[config.mk]
export PLATFORM = sky130hd
export DESIGN_NAME = sawlc_ctrl
export DESIGN_NICKNAME = d
export VERILOG_FILES = /design/src/design/sawlc_pkg.sv /design/src/design/sawlc_ctrl.sv
export SDC_FILE = /design/constraint.sdc
export NUM_CORES = 1
export LEC_CHECK = 0
export ABC_CLOCK_PERIOD_IN_PS = 1400
export BUFFER_PORTS_ARGS = -buffer_cell sky130_fd_sc_hd__buf_2
export CELL_PAD_IN_SITES_DETAIL_PLACEMENT = 0
export CELL_PAD_IN_SITES_GLOBAL_PLACEMENT = 1
export CORE_UTILIZATION = 31
export CTS_BUF_LIST = sky130_fd_sc_hd__clkbuf_8
export DETAILED_ROUTE_END_ITERATION = 10
export GPL_TIMING_DRIVEN = 1
export PLACE_DENSITY_LB_ADDON = 0.1
export SYNTH_ARGS = -nofsm -noshare
export SYNTH_HDL_FRONTEND = slang
export SYNTH_SLANG_ARGS = --single-unit
[constraint.sdc]
create_clock -name clk -period 1.4 [get_ports clk]
set_clock_uncertainty 0.1 [all_clocks]
set_input_delay 0.14 -clock clk [delete_from_list [all_inputs] [get_ports clk]]
set_output_delay 0.14 -clock clk [all_outputs]
set_load 0.02 [all_outputs]
[src/design/sawlc_pkg.sv]
// Shared types, constants and helpers for the set-associative write-back cache.
package sawlc_pkg;

  localparam int MAX_LINES       = 64;
  localparam int MAX_BLOCK_WORDS = 16;
  localparam int MAX_WAYS        = 8;
  localparam int ADDR_BITS       = 16;
  localparam int RANK_LIMIT      = 8;

  localparam int LINE_W  = $clog2(MAX_LINES);
  localparam int WAY_W   = $clog2(MAX_WAYS);
  localparam int WORDS_D = MAX_LINES * MAX_BLOCK_WORDS;
  localparam int WORDS_W = $clog2(WORDS_D);
  localparam int CNT_W   = $clog2(MAX_BLOCK_WORDS) + 1;
  localparam int BK_D    = 1 << ADDR_BITS;
  localparam int META_W  = ADDR_BITS + 1;

  localparam int CFG_IDX_W  = 2;
  localparam int CFG_DATA_W = 4;

  localparam logic [CFG_IDX_W-1:0] REG_BLOCK_BITS = 2'd0;
  localparam logic [CFG_IDX_W-1:0] REG_SET_BITS   = 2'd1;
  localparam logic [CFG_IDX_W-1:0] REG_WAYS       = 2'd2;

  localparam logic [2:0] KIND_LOAD  = 3'd0;
  localparam logic [2:0] KIND_STORE = 3'd1;
  localparam logic [2:0] KIND_FILL  = 3'd2;
  localparam logic [2:0] KIND_WBACK = 3'd3;
  localparam logic [2:0] KIND_DROP  = 3'd4;

  typedef struct packed {
    logic [15:0]        word_address;
    logic               is_write;
    logic signed [31:0] store_word;
  } in_word_t;

  typedef struct packed {
    logic [2:0]         transfer_kind;
    logic [15:0]        start_address;
    logic [4:0]         word_count;
    logic signed [31:0] load_word;
    logic               last;
  } out_word_t;

  typedef struct packed {
    logic       clr_step;
    logic       start;
    logic       cnt_clr;
    logic       scan;
    logic       evict;
    logic       fill;
    logic       touch;
    logic       proc;
    logic       capture;
    logic       emit;
    logic [2:0] kind;
  } dp_cmd_t;

  typedef struct packed {
    logic clr_done;
    logic way_done;
    logic blk_done;
    logic hit;
    logic vic_valid;
    logic vic_dirty;
    logic is_write;
    logic out_free;
  } dp_status_t;

  function automatic logic geometry_ok(input logic [2:0] bb, input logic [2:0] sb,
                                       input logic [3:0] w);
    logic [11:0] lines;
    lines = 12'((9'd1 << sb) * w);
    return (bb <= 3'($clog2(MAX_BLOCK_WORDS))) && (w != 4'd0) &&
           (int'(w) <= MAX_WAYS) && (int'(w) <= RANK_LIMIT) &&
           (int'(lines) <= MAX_LINES) && (int'(bb) + int'(sb) <= ADDR_BITS);
  endfunction

endpackage

[src/design/sawlc_ctrl.sv]
// Controller state machine sequencing lookup, eviction, fill, LRU update and reply.
module sawlc_ctrl
  import sawlc_pkg::*;
(
  input  logic       clk,
  input  logic       rst_n,
  input  logic       in_valid,
  output logic       in_stall,
  input  dp_status_t st,
  output dp_cmd_t    cmd
);

  typedef enum logic [3:0] {
    S_CLEAR, S_IDLE, S_SCAN, S_EVICT, S_EMIT_EV, S_FILL, S_EMIT_FILL,
    S_TOUCH, S_PROC, S_PWAIT, S_EMIT_LAST
  } state_t;

  state_t state_r, state_nxt;

  always_comb begin
    state_nxt = state_r;
    cmd       = '0;
    in_stall  = (state_r != S_IDLE);
    case (state_r)
      S_CLEAR: begin
        cmd.clr_step = 1'b1;
        if (st.clr_done) state_nxt = S_IDLE;
      end
      S_IDLE: begin
        if (in_valid) begin
          cmd.start = 1'b1;
          state_nxt = S_SCAN;
        end
      end
      S_SCAN: begin
        cmd.scan = 1'b1;
        if (st.way_done) begin
          cmd.cnt_clr = 1'b1;
          if (st.hit) state_nxt = S_TOUCH;
          else if (st.vic_valid && st.vic_dirty) state_nxt = S_EVICT;
          else if (st.vic_valid) state_nxt = S_EMIT_EV;
          else state_nxt = S_FILL;
        end
      end
      S_EVICT: begin
        cmd.evict = 1'b1;
        if (st.blk_done) state_nxt = S_EMIT_EV;
      end
      S_EMIT_EV: begin
        cmd.kind = st.vic_dirty ? KIND_WBACK : KIND_DROP;
        if (st.out_free) begin
          cmd.emit    = 1'b1;
          cmd.cnt_clr = 1'b1;
          state_nxt   = S_FILL;
        end
      end
      S_FILL: begin
        cmd.fill = 1'b1;
        if (st.blk_done) state_nxt = S_EMIT_FILL;
      end
      S_EMIT_FILL: begin
        cmd.kind = KIND_FILL;
        if (st.out_free) begin
          cmd.emit    = 1'b1;
          cmd.cnt_clr = 1'b1;
          state_nxt   = S_TOUCH;
        end
      end
      S_TOUCH: begin
        cmd.touch = 1'b1;
        if (st.way_done) state_nxt = S_PROC;
      end
      S_PROC: begin
        cmd.proc  = 1'b1;
        state_nxt = st.is_write ? S_EMIT_LAST : S_PWAIT;
      end
      S_PWAIT: begin
        cmd.capture = 1'b1;
        state_nxt   = S_EMIT_LAST;
      end
      S_EMIT_LAST: begin
        cmd.kind = st.is_write ? KIND_STORE : KIND_LOAD;
        if (st.out_free) begin
          cmd.emit  = 1'b1;
          state_nxt = S_IDLE;
        end
      end
      default: state_nxt = S_IDLE;
    endcase
  end

  always_ff @(posedge clk) begin
    if (!rst_n) begin
      state_r <= S_CLEAR;
    end else begin
      state_r <= state_nxt;
    end
  end

endmodule

==> results of run 1 <==
critical path, delay by kind of cell, from the launching register on:
| family | cells | cell delay [ns] |
|---|---|---|
| buf+inv | 3 | 0.43 |
| flops | 1 | 0.35 |
| compound gates | 1 | 0.24 |
| simple gates | 1 | 0.03 |
worst paths after layout:
check,from,endpoint,cells past startpoint
max reg2reg,state_r[2]$_SDFFE_PN0P_,state_r[1]$_SDFFE_PN0P_,6
max,state_r[2]$_SDFFE_PN0P_,cmd[3],5
min,rst_n,state_r[2]$_SDFFE_PN0P_,3
min reg2reg,state_r[2]$_SDFFE_PN0P_,state_r[2]$_SDFFE_PN0P_,3
cells in the final DEF (no fill, tap or decap), types with 3 or more instances in the layout:
master	instances
sky130_fd_sc_hd__a21oi_1	3
sky130_fd_sc_hd__buf_2	13
sky130_fd_sc_hd__clkbuf_8	3
sky130_fd_sc_hd__mux2i_1	4
sky130_fd_sc_hd__buf_6	15
sky130_fd_sc_hd__nor2_1	4
sky130_fd_sc_hd__nand2_1	7
sky130_fd_sc_hd__dfxtp_4	4
sky130_fd_sc_hd__nor3_2	3
sky130_fd_sc_hd__nand2b_1	4
sky130_fd_sc_hd__buf_4	20
cell families (layout without fill, tap and decap cells):
kind of cell | after synthesis | after routing
xor+xnor | 2 | 2
flops | 4 | 4
buf+inv | 7 | 52
mux | 4 | 4
simple gates | 39 | 39
compound gates | 16 | 16
per-layer routing:
metal | track usage | share of wire | vias up
met5 | 0 | 0 | -
met4 | 0.07500 | 0.011 | 0
met3 | 0.05106 | 0.031 | 2
met2 | 0.3152 | 0.53 | 13
met1 | 0.2347 | 0.43 | 318
li1 | - | - | 354
what timing repair did:
item | in CTS | in global routing
pin swaps | 8 | 10
gates cloned | 0 | 0
gates resized for setup | 27 | 27
setup endpoints to repair | 16 | 18
buffers inserted | 5 | 1
power breakdown:
part	total (mW)	switching (mW)	internal [mW]
clock	0.246	0.0626	0.183
sequential	0.216	0.0553	0.161
combinational	1.33	0.615	0.715
metrics by stage:
| step | instance area (µm²) | hold slack [ns] |
|---|---|---|
| floorplan | 539.3 | 0.1682 |
| global placement | 778.2 | 0.3495 |
| detailed placement | 778.2 | 0.3650 |
| CTS | 932.1 | 0.1245 |
| global route | 1065 | 0.1488 |
| finish | 1065 | 0.1327 |
final cells by class:
cell class	instances	area, µm²	area share
Timing Repair Buffer	48	384.1	0.3608
Tap cell	16	20.02	0.01880
Inverter	1	3.754	0.003525
Clock buffer	3	41.29	0.03878
Multi-Input combinational cell	61	520.5	0.4888
Sequential cell	4	95.09	0.08931
==> impl_summary.txt, run 1 <==
----------------------------------------------------
[Clock network]
  H-Tree Depth ... 1
  Root buffer cell ... sky130_fd_sc_hd__clkbuf_8
  Hold-fix buffer count after cts ... 0
  Sink Count ... 4
  CTS tree ... done
  Clock Path Buffers ... 2
  Clock-pin slew of the registers on the worst-case setup and hold paths ... 0.03 ns
  TritonCTS Buffers ... 3
  Insertion delay to the later sink of the worst-skew pair ... 0.22 ns

[Synth]
  Proportion of register bits with asynchronous set or reset after synthesis ... 0
  Synth top area share ... 0.1542
  Adder-Cell Fraction of Synth Area ... 0
  Number of flops mapped to enable cells by yosys ... 0
  Count of cell types in the netlist ... 35
  Top area cells in the synthesized netlist ... sky130_fd_sc_hd__dfxtp_1, sky130_fd_sc_hd__mux2i_1, sky130_fd_sc_hd__nand2_1
  Main combinational cell family by area after synthesis ... simple AND/OR/NAND/NOR gates
  Most frequently used cell type in the post-synthesis netlist ... sky130_fd_sc_hd__nand2_1
  Area fraction in and, or, nand and nor cells after synthesis ... 0.4120
  Post-synthesis instance total ... 72
  Synthesis warning total ... 0
  Post-Syn Nets ... 83
  Synth Flop Type ... sky130_fd_sc_hd__dfxtp_1
  Total of flip-flops plus latches after synthesis ... 4
  Netlist area before placement ... 519.2 µm²
  Fraction of synthesized area in multiplexers ... 0.07711
  Synthesized-area fraction occupied by ao, oa, aoi and oai cells ... 0.2337
  Xor and xnor area share after synthesis ... 0.03373
  Area leader, netlist ... sky130_fd_sc_hd__dfxtp_1
  Leading cell types by count after synthesis ... sky130_fd_sc_hd__nand2_1, sky130_fd_sc_hd__nor2_1, sky130_fd_sc_hd__nor3_1
  Avg Synthesized Cell Area ... 7.212 µm²
  Sequential share of the synthesized area ... 0.1542

[Layout]
  # fillers ... 128
  Antenna Cells ... 0
  Share of final-layout standard cells stronger than drive strength 1 ... 0.6667
  Flip-flop count of the largest register after layout ... 4
  Largest Register ... state_r
  Largest registers ... state_r (4)
  Syn-to-layout area delta ... 105.1%
  Post-route non-filler standard cell count ... 133
  Post-route core utilization ... 0.6907
  Final #Nets ... 130

[GRT]
  Maximum number of pins on one net before global-route repair ... 9
  All-layer global routing usage ... 0.1918
  Global-route wire length before repair ... 2649 µm
  Number of antenna violations at the first check in global routing ... 0
  GRT overflow ... 0
  Number of global-route vias before repair ... 608

[STA]
  Final period utilization ... 1.086
  Worst setup margin ... -0.1200 ns
  Least-Margin Pin Slew ... 0.2688 ns
  Highest attainable clock frequency ... 657.9 MHz
  Slew HR ... 0.8197
  Total count of max-transition violations in the final report ... 0
  Setup total negative slack ... -0.6449 ns
  RSZ-0062 raised after global routing ... true
  Number of hold violations in the final report ... 0
  Shortest period the worst path allows ... 1.520 ns
  Setup violation total in the final timing report ... 12

[Place]
  Cell total after placement ... 125
  Last weighted congestion value of the routability-driven placer ... 0.7489
  Number of buffers added on ports ... 24
  Worst slack after detailed placement ... -0.05464 ns
  Post-detail-place hpwl ... 1162 µm

[Hold path]
  Worst hold path class ... input pin to register

[Outcome]
  Run status ... finished with violations
  Violated checks ... negative setup slack

[Setup path]
  CP Class ... register to output pin
  Maximum fanout encountered on the critical timing path ... 5
  Chain of cells forming the critical path ... buf_6 > a32oi_1 > buf_4 > nor2_1 > buf_2
  Required time of the critical path ... 1.16 ns
  Register-to-register path setup slack ... -0.04 ns
  CP Capture Type ... output pin
  Crit path DAT ... 1.28 ns
  Slowest Stage Delay on Critical Path ... 0.35 ns
  Slowest stage cell, crit path ... sky130_fd_sc_hd__dfxtp_4
  Critical path launch point type ... register

[Power]
  Peak supply drop ... 0.001030 V
  Total power divided by cell area ... 1683 nW/µm²
  Leakage ... 0.4697 nW
  Overall power consumption ... 1.792 mW

[Drt]
  Number of nets with antenna violations after routing ... 0
  Detailed Routing Iterations Pass 1 ... 2
  DRC Markers ... 0
  Detailed Route Iter0 Violations ... 5
  Mean number of vias per cell ... 5.165
  Total detailed-routing wirelength ... 1719 µm
  Detail-routed net length per standard cell ... 12.92 µm
  Via Count ... 687

[Floorplan]
  Number of ports placed on the die boundary ... 25
  Core footprint ... 1541 µm²
  Row Count ... 14
  Die Span X ... 42.93 µm
  Starting utilization of the core area ... 0.3369
  Die area ... 1843 µm²
  Die Ht ... 42.93 µm

[Run]
  Number of max-cap violations ... 0

----------------------------------------------------
Note: power is estimated with default switching activity, not from simulation.
==> run 2, diff against run 1 <==
==> constraint.sdc (replaced) <==
create_clock -name clk -period 1.4 [get_ports clk]
set_clock_uncertainty 0.1 [all_clocks]
set_input_delay 0 -clock clk [delete_from_list [all_inputs] [get_ports clk]]
set_output_delay 0 -clock clk [all_outputs]
set_load 0.02 [all_outputs]
==> impl_summary.txt, run 2 (synthesis gave the netlist of run 1 again) <==
----------------------------------------------------
[Outcome]
  Run status ... finished with violations
  Violated checks ... negative setup slack

[Floorplan]
  Die Span X ... 42.93 µm (unchanged)
  Die Ht ... 42.93 µm (unchanged)
  Die area ... 1843 µm² (unchanged)
  Starting utilization of the core area ... 0.3369 (unchanged)
  Core footprint ... 1541 µm² (unchanged)
  Row Count ... 14 (unchanged)
  Number of ports placed on the die boundary ... 25 (unchanged)

[Hold path]
  Worst hold path class ... input pin to register

[GRT]
  GRT overflow ... 0 (unchanged)
  Global-route wire length before repair ... 2787 µm (+5.2%)
  Maximum number of pins on one net before global-route repair ... 14 (+5)
  All-layer global routing usage ... 0.2080 (+0.01620)
  Number of global-route vias before repair ... 604 (-0.66%)
  Number of antenna violations at the first check in global routing ... 0 (unchanged)

[Drt]
  Detailed Routing Iterations Pass 1 ... 4 (+2)
  Via Count ... 686 (-0.15%)
  Number of nets with antenna violations after routing ... 0 (unchanged)
  Mean number of vias per cell ... 5.488 (+6.2%)
  Total detailed-routing wirelength ... 1774 µm (+3.2%)
  Detail-routed net length per standard cell ... 14.19 µm (+9.8%)
  DRC Markers ... 0 (unchanged)
  Detailed Route Iter0 Violations ... 8 (+3)

[STA]
  Final period utilization ... 1.023 (-0.06247)
  Least-Margin Pin Slew ... 0.2826 ns (+0.01381 ns)
  Total count of max-transition violations in the final report ... 0 (unchanged)
  Worst setup margin ... -0.03253 ns (+0.08745 ns)
  Slew HR ... 0.8090 (-0.01078)
  Highest attainable clock frequency ... 698.1 MHz (+6.1%)
  Number of hold violations in the final report ... 0 (unchanged)
  Shortest period the worst path allows ... 1.433 ns (-0.08745 ns)
  RSZ-0062 raised after global routing ... true
  Setup violation total in the final timing report ... 7 (-5)
  Setup total negative slack ... -0.1193 ns (+0.5257 ns)

[Layout]
  Share of final-layout standard cells stronger than drive strength 1 ... 0.5872 (-0.07951)
  Post-route non-filler standard cell count ... 125 (-6.0%)
  # fillers ... 137 (+7.0%)
  Most common library cell in the layout ignoring fill and taps ... sky130_fd_sc_hd__buf_2
  Largest Register ... state_r
  Flip-flop count of the largest register after layout ... 4 (unchanged)
  Final #Nets ... 122 (-6.2%)
  Antenna Cells ... 0 (unchanged)
  Top library cells by usage in the layout, fill and taps aside ... sky130_fd_sc_hd__buf_2, sky130_fd_sc_hd__buf_4, sky130_fd_sc_hd__buf_6
  Largest registers ... state_r (4)
  Syn-to-layout area delta ... 90.60%

[Power]
  Overall power consumption ... 1.666 mW (-7.0%)
  Leakage ... 0.4165 nW (-11%)
  Peak supply drop ... 0.0008227 V (-20%)
  Total power divided by cell area ... 1684 nW/µm² (about the same)

[Place]
  Number of buffers added on ports ... 24 (unchanged)
  Post-detail-place hpwl ... 1164 µm (+0.19%)
  Cell total after placement ... 120 (-4.0%)
  Last weighted congestion value of the routability-driven placer ... 0.7820 (+4.4%)

[Clock network]
  H-Tree Depth ... 1 (unchanged)
  Insertion delay to the later sink of the worst-skew pair ... 0.22 ns (about the same)
  Clock Path Buffers ... 2 (unchanged)
  Root buffer cell ... sky130_fd_sc_hd__clkbuf_8
  Clock-pin slew of the registers on the worst-case setup and hold paths ... 0.03 ns (about the same)
  TritonCTS Buffers ... 3 (unchanged)
  Sink Count ... 4 (unchanged)
  CTS tree ... done

[Setup path]
  Critical path launch point type ... register
  Required time of the critical path ... 1.44 ns (+0.28 ns)
  Crit path DAT ... 1.47 ns (+0.19 ns)
  CP Capture Type ... register
  Maximum fanout encountered on the critical timing path ... 4 (-1)
  CP Class ... register to register

[Run]
  Number of max-cap violations ... 0 (unchanged)

----------------------------------------------------
[run 2: cell count changes in the layout (fill, tap and decap cells not counted), sizes merged]
cell         previous run  this run
buf                    48        39
dlygate4sd3             0         1
[run 2: final cells by class]
type                            instances  area, µm²  area share
Multi-Input combinational cell         61      508.0      0.5133
Timing Repair Buffer                   40      324.1      0.3274
Sequential cell                         4      92.59     0.09355
Clock buffer                            3      41.29     0.04172
Tap cell                               16      20.02     0.02023
Inverter                                1      3.754    0.003793
[run 2: path summary, 6_finish.rpt]
| path | from | end | slack, ns | depth (start not counted) |
|---|---|---|---|---|
| worst max register to register | state_r[1]$_SDFFE_PN0P_ | state_r[1]$_SDFFE_PN0P_ | -0.03 | 6 |
| worst min-delay path | st[0] | state_r[3]$_SDFFE_PN0P_ | 0.11 | 4 |
| worst max-delay path | state_r[1]$_SDFFE_PN0P_ | state_r[1]$_SDFFE_PN0P_ | -0.03 | 6 |
| worst min register to register | state_r[0]$_SDFFE_PN0P_ | state_r[0]$_SDFFE_PN0P_ | 0.57 | 3 |
[run 2: metrics by stage]
stage | setup slack, ns | cell area [µm²] | utilization | hold slack [ns]
after floorplan | -0.005585 | 530.5 | - | -0.01694
after global placement | -0.06200 | 758.2 | 0.4919 | 0.2077
after detailed placement | -0.05467 | 758.2 | 0.4919 | 0.2152
after CTS | -0.02835 | 873.3 | 0.5666 | 0.1243
after global routing | -0.1009 | 989.7 | 0.6420 | 0.1595
final | -0.03253 | 989.7 | 0.6420 | 0.1101
[run 2: timing repair]
| action | 4_1_cts | 5_1_grt |
|---|---|---|
| setup endpoints to repair | 15 | 14 |
| hold endpoints to repair | 4 | 0 |
| hold buffers | 1 | 0 |
| gates resized for setup | 19 | 24 |
| pin swaps | 3 | 9 |
| setup buffers | 2 | 0 |
[run 2: report_power, final]
group,internal (mW),switching (mW)
Combinational,0.588,0.589
Sequential,0.163,0.0707
Clock,0.184,0.0716
Total,0.935,0.731
[run 2: critical path, cell delays in order, from the launching register on]
cell and delay [ns]:
sky130_fd_sc_hd__dfxtp_4 0.36, sky130_fd_sc_hd__buf_6 0.12, sky130_fd_sc_hd__nand2b_1 0.09, sky130_fd_sc_hd__o32ai_2 0.25, sky130_fd_sc_hd__o21bai_2 0.11, sky130_fd_sc_hd__nand2_2 0.11
sky130_fd_sc_hd__mux2i_1 0.21
[run 2: per-layer routing]
layer	share of wire	GRT usage	vias to the layer above
met5	0	0	-
met1	0.44	0.2487	326
met4	0.029	0.1688	0
met2	0.50	0.3273	17
met3	0.030	0.02553	4
li1	-	-	339
